--- src/design/kal_pkg.sv ---
package kal_pkg;

  localparam int unsigned KeyWidth = 5;
  localparam int unsigned KeyCount = 5;
  localparam int unsigned TickWidth = 16;
  localparam int unsigned IdxWidth = 3;
  localparam int unsigned CodeWidth = 3;
  localparam int unsigned CfgIdxWidth = 3;

  localparam logic [KeyWidth-1:0] KeyMask =
    (KeyCount >= KeyWidth) ? {KeyWidth{1'b1}} : KeyWidth'((1 << KeyCount) - 1);

  localparam logic [TickWidth-1:0] RepeatStartReset = 16'd25;
  localparam logic [TickWidth-1:0] RepeatIntervalReset = 16'd2;
  localparam logic [TickWidth-1:0] LongPressReset = 16'd50;
  localparam logic [IdxWidth-1:0] UpKeyReset = 3'd1;
  localparam logic [IdxWidth-1:0] DownKeyReset = 3'd2;
  localparam logic [IdxWidth-1:0] BackKeyReset = 3'd3;
  localparam logic [IdxWidth-1:0] PowerKeyReset = 3'd0;

  // power key counts as already held out of reset
  localparam logic [KeyWidth-1:0] PrevDownReset =
    KeyWidth'(1 << PowerKeyReset) & KeyMask;

  localparam logic [CodeWidth-1:0] EvReset = 3'd5;
  localparam logic [CodeWidth-1:0] EvPowerOff = 3'd6;

  typedef enum logic [CfgIdxWidth-1:0] {
    CfgRepeatStart    = 3'd0,
    CfgRepeatInterval = 3'd1,
    CfgLongPress      = 3'd2,
    CfgUpKey          = 3'd3,
    CfgDownKey        = 3'd4,
    CfgBackKey        = 3'd5,
    CfgPowerKey       = 3'd6
  } kal_cfg_idx_e;

  typedef struct packed {
    logic [TickWidth-1:0] repeat_start;
    logic [TickWidth-1:0] repeat_interval;
    logic [TickWidth-1:0] long_press;
    logic [IdxWidth-1:0]  up_key;
    logic [IdxWidth-1:0]  down_key;
    logic [IdxWidth-1:0]  back_key;
    logic [IdxWidth-1:0]  power_key;
  } kal_cfg_t;

  typedef struct packed {
    logic                 valid;
    logic [CodeWidth-1:0] code;
  } kal_event_t;

endpackage

--- src/design/kal_cfg.sv ---
module kal_cfg (
  input  logic                          clk_i,
  input  logic                          rst_ni,
  input  logic                          cfg_we_i,
  input  logic [kal_pkg::CfgIdxWidth-1:0] cfg_index_i,
  input  logic [kal_pkg::TickWidth-1:0] cfg_wdata_i,
  output kal_pkg::kal_cfg_t             cfg_o
);

  kal_pkg::kal_cfg_t cfg_q, cfg_d;

  always_comb begin
    cfg_d = cfg_q;
    if (cfg_we_i) begin
      case (kal_pkg::kal_cfg_idx_e'(cfg_index_i))
        kal_pkg::CfgRepeatStart:    cfg_d.repeat_start = cfg_wdata_i;
        kal_pkg::CfgRepeatInterval: cfg_d.repeat_interval = cfg_wdata_i;
        kal_pkg::CfgLongPress:      cfg_d.long_press = cfg_wdata_i;
        kal_pkg::CfgUpKey:          cfg_d.up_key = cfg_wdata_i[kal_pkg::IdxWidth-1:0];
        kal_pkg::CfgDownKey:        cfg_d.down_key = cfg_wdata_i[kal_pkg::IdxWidth-1:0];
        kal_pkg::CfgBackKey:        cfg_d.back_key = cfg_wdata_i[kal_pkg::IdxWidth-1:0];
        kal_pkg::CfgPowerKey:       cfg_d.power_key = cfg_wdata_i[kal_pkg::IdxWidth-1:0];
        default:                    cfg_d = cfg_q;
      endcase
    end
  end

  always_ff @(posedge clk_i or negedge rst_ni) begin
    if (!rst_ni) begin
      cfg_q.repeat_start    <= kal_pkg::RepeatStartReset;
      cfg_q.repeat_interval <= kal_pkg::RepeatIntervalReset;
      cfg_q.long_press      <= kal_pkg::LongPressReset;
      cfg_q.up_key          <= kal_pkg::UpKeyReset;
      cfg_q.down_key        <= kal_pkg::DownKeyReset;
      cfg_q.back_key        <= kal_pkg::BackKeyReset;
      cfg_q.power_key       <= kal_pkg::PowerKeyReset;
    end else begin
      cfg_q <= cfg_d;
    end
  end

  assign cfg_o = cfg_q;

endmodule

--- src/design/kal_core.sv ---
module kal_core (
  input  logic                         clk_i,
  input  logic                         rst_ni,
  input  logic                         fire_i,
  input  logic [kal_pkg::KeyWidth-1:0] key_down_i,
  input  kal_pkg::kal_cfg_t            cfg_i,
  output kal_pkg::kal_event_t          event_o
);

  localparam int unsigned KW = kal_pkg::KeyWidth;
  localparam int unsigned TW = kal_pkg::TickWidth;
  localparam int unsigned IW = kal_pkg::IdxWidth;

  logic [KW-1:0] prev_q, prev_d;
  logic          held_valid_q, held_valid_d;
  logic [IW-1:0] held_key_q, held_key_d;
  logic [TW-1:0] hold_q, hold_d;
  logic [TW-1:0] phase_q, phase_d;

  logic [KW-1:0] now, rise;
  logic          press_any, released, counted, rpt_on, is_rpt_key;
  logic [IW-1:0] press_key;
  logic          valid_a;
  logic [IW-1:0] key_a;
  logic [TW-1:0] hold_a, phase_a, hold_n, phase_inc;

  always_comb begin
    now       = key_down_i & kal_pkg::KeyMask;
    rise      = now & ~prev_q;
    press_any = |rise;
    press_key = '0;
    released  = 1'b0;
    for (int i = 0; i < KW; i++) begin
      if (rise[i]) press_key = IW'(i);
      if (held_key_q == IW'(i) && prev_q[i] && !now[i]) released = 1'b1;
    end

    valid_a = press_any | (held_valid_q & ~released);
    key_a   = press_any ? press_key : held_key_q;
    hold_a  = press_any ? '0 : hold_q;
    phase_a = press_any ? '0 : phase_q;

    counted    = (hold_a != {TW{1'b1}});
    hold_n     = hold_a + TW'(counted);
    rpt_on     = (hold_n >= cfg_i.repeat_start);
    phase_inc  = phase_a + TW'(1);
    is_rpt_key = (key_a == cfg_i.up_key) || (key_a == cfg_i.down_key);

    event_o.valid = press_any;
    event_o.code  = kal_pkg::CodeWidth'(press_key);

    prev_d       = now;
    held_valid_d = valid_a;
    held_key_d   = key_a;
    hold_d       = hold_a;
    phase_d      = phase_a;

    if (valid_a) begin
      hold_d = hold_n;
      if (rpt_on) begin
        if (phase_a == '0 && is_rpt_key) begin
          event_o.valid = 1'b1;
          event_o.code  = kal_pkg::CodeWidth'(key_a);
        end
        phase_d = (phase_inc >= cfg_i.repeat_interval) ? '0 : phase_inc;
      end
      if (counted && hold_n == cfg_i.long_press) begin
        if (key_a == cfg_i.back_key) begin
          event_o.valid = 1'b1;
          event_o.code  = kal_pkg::EvReset;
        end else if (key_a == cfg_i.power_key) begin
          event_o.valid = 1'b1;
          event_o.code  = kal_pkg::EvPowerOff;
        end
      end
    end
  end

  always_ff @(posedge clk_i or negedge rst_ni) begin
    if (!rst_ni) begin
      prev_q       <= kal_pkg::PrevDownReset;
      held_valid_q <= 1'b0;
      held_key_q   <= '0;
      hold_q       <= '0;
      phase_q      <= '0;
    end else if (fire_i) begin
      prev_q       <= prev_d;
      held_valid_q <= held_valid_d;
      held_key_q   <= held_key_d;
      hold_q       <= hold_d;
      phase_q      <= phase_d;
    end
  end

  a_held_key_range: assert property (@(posedge clk_i) disable iff (!rst_ni)
    held_valid_q |-> (held_key_q < IW'(kal_pkg::KeyCount)))
    else $error("held key out of range");

  a_hold_counted: assert property (@(posedge clk_i) disable iff (!rst_ni)
    held_valid_q |-> (hold_q != '0))
    else $error("held key with zero hold count");

endmodule

--- src/design/kal_out.sv ---
module kal_out (
  input  logic                          clk_i,
  input  logic                          rst_ni,
  input  logic                          push_i,
  input  logic [kal_pkg::CodeWidth-1:0] push_code_i,
  output logic                          space_o,
  output logic                          out_valid_o,
  input  logic                          out_ready_i,
  output logic [kal_pkg::CodeWidth-1:0] event_code_o
);

  logic                          main_valid_q, skid_valid_q;
  logic [kal_pkg::CodeWidth-1:0] main_code_q, skid_code_q;
  logic                          pop;

  assign pop     = main_valid_q & out_ready_i;
  assign space_o = ~skid_valid_q;

  always_ff @(posedge clk_i or negedge rst_ni) begin
    if (!rst_ni) begin
      main_valid_q <= 1'b0;
      skid_valid_q <= 1'b0;
    end else if (pop) begin
      if (skid_valid_q) begin
        skid_valid_q <= 1'b0;
      end else begin
        main_valid_q <= push_i;
      end
    end else if (push_i) begin
      if (main_valid_q) begin
        skid_valid_q <= 1'b1;
      end else begin
        main_valid_q <= 1'b1;
      end
    end
  end

  always_ff @(posedge clk_i) begin
    if (pop) begin
      main_code_q <= skid_valid_q ? skid_code_q : push_code_i;
    end else if (push_i) begin
      if (main_valid_q) begin
        skid_code_q <= push_code_i;
      end else begin
        main_code_q <= push_code_i;
      end
    end
  end

  assign out_valid_o  = main_valid_q;
  assign event_code_o = main_code_q;

  a_skid_behind_main: assert property (@(posedge clk_i) disable iff (!rst_ni)
    skid_valid_q |-> main_valid_q)
    else $error("skid entry without main entry");

  a_no_push_when_full: assert property (@(posedge clk_i) disable iff (!rst_ni)
    push_i |-> !skid_valid_q)
    else $error("push into full result buffer");

  a_skid_drains: assert property (@(posedge clk_i) disable iff (!rst_ni)
    (skid_valid_q && out_ready_i) |=> (main_valid_q && !skid_valid_q))
    else $error("skid entry not moved up");

endmodule

--- src/design/keypad_autorepeat_longpress.sv ---
// Output: an accepted tick's event is registered in the result buffer before out_valid_o.
// Throughput: one tick per cycle; a two-entry result buffer keeps in_ready_o high
// while one event waits, so the input stalls only when both entries are full.
// Reset: asynchronous active low; config and state registers take their default values, the power
// key is seen as already held, and no key is tracked.
module keypad_autorepeat_longpress (
  input  logic                            clk_i,
  input  logic                            rst_ni,
  input  logic                            cfg_we_i,
  input  logic [kal_pkg::CfgIdxWidth-1:0] cfg_index_i,
  input  logic [kal_pkg::TickWidth-1:0]   cfg_wdata_i,
  input  logic                            in_valid_i,
  output logic                            in_ready_o,
  input  logic [kal_pkg::KeyWidth-1:0]    key_down_i,
  output logic                            out_valid_o,
  input  logic                            out_ready_i,
  output logic [kal_pkg::CodeWidth-1:0]   event_code_o
);

  kal_pkg::kal_cfg_t   cfg;
  kal_pkg::kal_event_t ev;
  logic                fire;

  assign fire = in_valid_i & in_ready_o;

  kal_cfg u_cfg (
    .clk_i       (clk_i),
    .rst_ni      (rst_ni),
    .cfg_we_i    (cfg_we_i),
    .cfg_index_i (cfg_index_i),
    .cfg_wdata_i (cfg_wdata_i),
    .cfg_o       (cfg)
  );

  kal_core u_core (
    .clk_i      (clk_i),
    .rst_ni     (rst_ni),
    .fire_i     (fire),
    .key_down_i (key_down_i),
    .cfg_i      (cfg),
    .event_o    (ev)
  );

  kal_out u_out (
    .clk_i        (clk_i),
    .rst_ni       (rst_ni),
    .push_i       (fire & ev.valid),
    .push_code_i  (ev.code),
    .space_o      (in_ready_o),
    .out_valid_o  (out_valid_o),
    .out_ready_i  (out_ready_i),
    .event_code_o (event_code_o)
  );

endmodule
--- config.mk ---
export PLATFORM = sky130hd
export DESIGN_NAME = keypad_autorepeat_longpress
export DESIGN_NICKNAME = d
export VERILOG_FILES = /design/src/design/kal_pkg.sv /design/src/design/kal_cfg.sv /design/src/design/kal_core.sv /design/src/design/kal_out.sv /design/src/design/keypad_autorepeat_longpress.sv
export SDC_FILE = /design/constraint.sdc
export NUM_CORES = 1
export LEC_CHECK = 0
export BUFFER_PORTS_ARGS = -buffer_cell sky130_fd_sc_hd__buf_2
export CORE_MARGIN = 3
export CORE_UTILIZATION = 65
export CTS_CLUSTER_DIAMETER = 200
export CTS_CLUSTER_SIZE = 8
export DETAILED_ROUTE_END_ITERATION = 12
export PLACE_DENSITY = 0.8
export SETUP_SLACK_MARGIN = 0.5
export SLEW_MARGIN = 15
export SYNTH_ARGS = -nofsm -noshare
export SYNTH_HDL_FRONTEND = slang
export SYNTH_HIERARCHICAL = 1
export SYNTH_SLANG_ARGS = --single-unit
--- constraint.sdc ---
create_clock -name clk_i -period 11.77 [get_ports clk_i]
set_clock_uncertainty 0.15 [all_clocks]
set_input_delay 1.7655 -clock clk_i [delete_from_list [all_inputs] [get_ports clk_i]]
set_output_delay 1.7655 -clock clk_i [all_outputs]
set_load 0.01 [all_outputs]
Word-level counts from Yosys, hierarchy flattened
Index checks and enable logic that the tools add are counted.

Muxes and demuxes: 32. Bitwise operators: 10. Reduce and logical (&&, ||, !) cells: 35. $add $sub $neg: 2. Order comparisons: 2. Eq/ne operators: 18.

Operators with widths (count): 16-bit two-way mux (6); 16-bit >= comparator (2); 3-bit two-way mux (8); 4-bit two-way mux (6); 2-bit AND reduction (10); 16-bit by 1-bit adder with 16-bit output (1); 16-bit by 1-bit adder with 16-bit output (second input constant) (1); 16-bit equality test (1); 16-bit zero test (1); 16-bit inequality test (second input constant) (1); 3-bit by 2-bit equality test with 1-bit output (second input constant) (4); 3-bit equality test (4); 3-bit equality test (second input constant) (4); 1-bit logical AND (12); 1-bit two-way mux (12); 3-bit by 1-bit equality test with 1-bit output (second input constant) (2); 3-bit zero test (2); 5-bit bitwise AND (1); 1-bit zero test (5); 5-bit inverter (1); 5-bit OR reduction (1); 1-bit bitwise AND (4); 2-bit inequality test (second input constant) (2); 2-bit nonzero test (2); 4 further kinds (6).

Bits in registers: 109. Input bits: 29. Logic and storage cells: 115.

Logic depth before layout (Yosys ltp)
Depth after elaboration: 19. Gate-level depth with buffers: 25.

Modules after synthesis
Netlist, hierarchy kept.

By module, submodules not included: kal_core (seq. area each 1027.2 µm², area an instance 3871.2 µm², instances 1, cells each 465); kal_cfg (seq. area each 1515.2 µm², area an instance 2451.1 µm², instances 1, cells each 132); kal_out (seq. area each 230.2 µm², area an instance 319.1 µm², instances 1, cells each 19); keypad_autorepeat_longpress (seq. area each 0.0 µm², area an instance 12.5 µm², instances 1, cells each 2).

Worst setup path before layout
OpenSTA, ideal clock, no wires.

Path type: input to register. Start: in key_down_i[4] in the netlist's numbering. End: reg u_out.main_code_q, in the netlist u_out/event_code_o[1], data pin. Stages: 19. Slack: 5.652 ns. Required time: 11.358 ns. Buffers on the path: 1. Arrival time: 5.706 ns. Path through: nor2b_1 buf_2 nor3_4 and3_1 ha_1 ha_1 inv_1 or4_1 a21oi_1 ha_1 nor2b_1 o21ai_0 o21ai_0 a211oi_1 o21ba_2 nor2b_1 and3_1 o311a_1 mux2_1.

RTL lines: from (decl) (line keypad_autorepeat_longpress.sv:14) `input logic [kal_pkg::KeyWidth-1:0] key_down_i,`; to (signal assigned) (line kal_out.sv:40) `main_code_q <= skid_valid_q ? skid_code_q : push_code_i;`; to (signal assigned) (line kal_out.sv:45) `main_code_q <= push_code_i;`; to (decl) (line kal_out.sv:13) `logic [kal_pkg::CodeWidth-1:0] main_code_q, skid_code_q;`.

==> summary.md <==
| Metric | Value |
|---|---|
| Outcome | `finished, final reports clean` |
| Die Ht | `107 µm` |
| Mapped Cells | `618` |
| GRT overflow | `0` |
| Fin. Hold Viols | `0` |
| Crit path max fanout | `10` |
| VDD IR max | `117 µV` |
| Full die area | `0.0115 mm²` |
| Total GRT Usage | `27.0%` |
| Startpoint Class | `input port` |
| Area leader, netlist | `dfrtp_1` |
| Crit path launch | `key_down_i[4]` |
| Reg2reg path depth | `19` |
| # port buffers | `33` |
| Critical-path cell list | `buf_2, nor2b_1, nor3_4, and3_1, nand3_1, ha_1, ha_1, inv_1, or4_1, a21oi_1, ha_1, nor2b_1, o21ai_0, o21ai_0, a211oi_1, o21ba_2, nor2b_1, and3_1, o311a_1, mux2_1` |
| # Max-Cap Violations | `0` |
| Fill cell count | `722` |
| Clock root buffer | `clkbuf_8` |
| Clk buf depth | `2` |
| WL per Instance | `18.5 µm` |
| Post-CTS setup buffer count | `0` |
| Worst Hold Launch | `u_cfg/cfg_o[30]` |
| Syn Area/Cell | `10.8 µm²` |
| Initial Util | `67.5%` |
| Max-slew violation count | `0` |
| Overall power | `0.000846 W` |
| Slew margin rel. | `25.2%` |
| Total clock sinks | `109` |
| First-pass GRT wire length | `24400 µm` |
| Initial antenna violation count | `0` |
| CP top delay family | `simple AND/OR/NAND/NOR gates` |
| H-Tree Depth | `3` |
| Worst-Skew Late Latency | `0.38 ns` |
| Share of cells above drive strength 1 | `23.8%` |
| FP Rows | `36` |
| Setup Viol. Count Final | `0` |
| RSZ-0062 raised after global routing | `false` |
| Unique cell type count in the Yosys netlist | `74` |
| CP required | `11.76 ns` |
| Reg clk slew, reported paths | `0.11 ns` |
| Core ar. | `0.00986 mm²` |
| Slew @ Worst Pin | `1.12 ns` |
| Worst path bufs/invs | `2` |
| Hold path depth | `1` |
| CTS buffer count | `9` |
| Drt total wl | `14500 µm` |
| Final setup margin | `5.02 ns` |
| Area grow syn2layout | `6.34%` |
| Final net count | `709` |
| Synth Register Bits | `109` |
| HP Class | `register to register` |
| Area contributors post-synth | `dfrtp_1 34%, mux2_2 8.1%, ha_1 7.0%, mux2_4 6.8%, dfstp_2 4.7%` |
| Max stage delay on crit path | `0.63 ns` |
| Fmax | `148 MHz` |
| CTS resizes | `0` |
| Pre-CTS setup slack | `4.74 ns` |
| R2R Path Start | `u_core/prev_q[4]` |
| Final Wtd Congestion | `0.904` |
| Arr. time, crit path | `6.74 ns` |
| # IOs | `34` |
| ANT cells | `0` |
| Critical path depth | `20` |
| Leak | `3.25 nW` |
| Remaining antenna violation count after routing | `0` |
| Post-synth top area share | `34.2%` |
| Hold_buf cts | `0` |
| Crit path kind | `input port to register` |
| CTS tree | `yes` |
| Post-route DRC | `0` |
| DR vias/cell | `6.24` |
| Syn nets | `684` |
| Post-synthesis sequential area ratio | `41.7%` |
| TritonRoute pass-1 iters | `5` |
| Mapped Area | `0.00665 mm²` |
| Fin crit period | `6.75 ns` |
| Via count | `4870` |
| Largest net degree at the start of global routing | `72` |
| Worst path slowest cell | `a211oi_1` |
| Crit. End Element | `register` |
| EDFF count, synth | `6` |
| Asr flop ratio synth | `94.5%` |
| DR iter-0 viols | `305` |
| PwrDens | `120 mW/mm²` |
| Post-route setup TNS | `0 ns` |
| Primary FF master, synth | `dfrtp_1` |
| Vias in the first global route | `4890` |
| YS warnings | `6` |
| Die width | `107 µm` |
| Tcrit/Tclk final | `57.3%` |
| Post-DP HPWL | `10400 µm` |
==> kinds of logic after synthesis <==
| kind of cell | share of synthesized area [%] |
|---|---|
| AOI/OAI and AO/OA | 11.0 |
| DFF | 41.7 |
| buffers and inverters | 4.85 |
| and+or+nand+nor | 14.6 |
| adders and majority gates | 6.96 |
| xor gates and xnor gates | 5.21 |
| muxes | 15.7 |
==> metal layers <==
layer	global-route usage, %	share of wire, %	up-vias
met1	37.3	45	2438
met3	4.46	4.3	25
li1	-	-	2270
met2	43.2	48	137
met4	9.59	2.2	0
met5	0	0	-
==> cell usage after synthesis, types with 4 or more instances <==
cell type / n
a21oi_1: 27
buf_6: 4
o21ai_0: 30
nor3_1: 8
a21o_1: 6
nand4_1: 9
buf_2: 6
edfxtp_1: 6
nand2b_1: 6
nand4b_1: 4
and2_1: 4
clkbuf_1: 8
xor2_1: 10
inv_1: 49
nand2_1: 36
mux2_2: 48
a22o_1: 13
and3_1: 9
or3_1: 7
mux2_4: 30
a211oi_1: 5
ha_1: 37
nand3_1: 19
dfstp_2: 12
nor2b_1: 7
nor2_1: 30
xnor2_1: 27
nor4_1: 7
dfrtp_1: 91
==> final cells by class <==
type | count | area (µm²) | share of cell area [%]
multi-input combinational | 437 | 3560 | 50.3
sequential | 109 | 2770 | 39.2
timing repair buffer | 37 | 198 | 2.79
inverter | 49 | 184 | 2.60
clock buffer | 12 | 166 | 2.35
tap | 133 | 166 | 2.35
clock inverter | 4 | 30.0 | 0.424
==> sequential cells by signal, summed over array words and instances (netlist names) <==
name / flops
u_core/held_valid_q: 1
u_cfg/cfg_o: 60
u_out/event_code_o: 3
u_out/out_valid_o: 1
u_core/prev_q: 5
u_out/skid_valid_q: 1
u_core/phase_q: 16
u_out/skid_code_q: 3
u_core/held_key_q: 3
u_core/hold_q: 16
==> final timing paths <==
kind / endpoint / slack, ns
worst max-delay path: u_out/event_code_o[1] / 5.02
worst min-delay path: u_cfg/cfg_o[30] / 0.37
worst max register to register: u_out/event_code_o[1] / 6.13
worst min register to register: u_cfg/cfg_o[30] / 0.37
max in group asynchronous: u_cfg/cfg_o[15] / 9.05
min in group asynchronous: u_cfg/cfg_o[54] / 1.16
==> placed cells by master (no fill, tap or decap), types with 3 or more instances in the layout <==
cell and n:
dfrtp_1 91, inv_1 49, mux2_2 48, ha_1 37, nand2_1 36, buf_2 32
mux2_4 30, nor2_1 30, o21ai_0 30, xnor2_1 27, a21oi_1 27, nand3_1 19
a22o_1 13, dfstp_2 12, clkbuf_8 10, xor2_1 10, and3_1 9, nand4_1 9
nor3_1 8, nor2b_1 7, nor4_1 7, or3_1 7, nand2b_1 6, a21o_1 6
edfxtp_1 6, buf_4 5, a211oi_1 5, and2_1 4, nand4b_1 4, and4bb_1 3
or4_1 3, mux2_1 3
==> metrics by stage <==
step / hold WS (ns) / util [%] / area, µm² / std cells
floorplan: 0.306 / - / 6650 / 618
global placement: 0.341 / 69.7 / 6880 / 765
detailed placement: 0.345 / 69.7 / 6880 / 765
CTS: 0.374 / 71.7 / 7080 / 781
global route: 0.389 / 71.7 / 7080 / 781
finish: 0.374 / 71.7 / 7080 / 781
==> power by group <==
| part | leakage [nW] | total, W | switching [W] | internal (W) |
|---|---|---|---|---|
| Sequential | 1.34 | 0.000462 | 0.0000329 | 0.000429 |
| Clock | 0.0977 | 0.000227 | 0.000130 | 0.0000963 |
| Combinational | 1.81 | 0.000158 | 0.0000706 | 0.0000870 |
| Total | 3.25 | 0.000846 | 0.000234 | 0.000612 |
(Power assumes the default switching activity.)
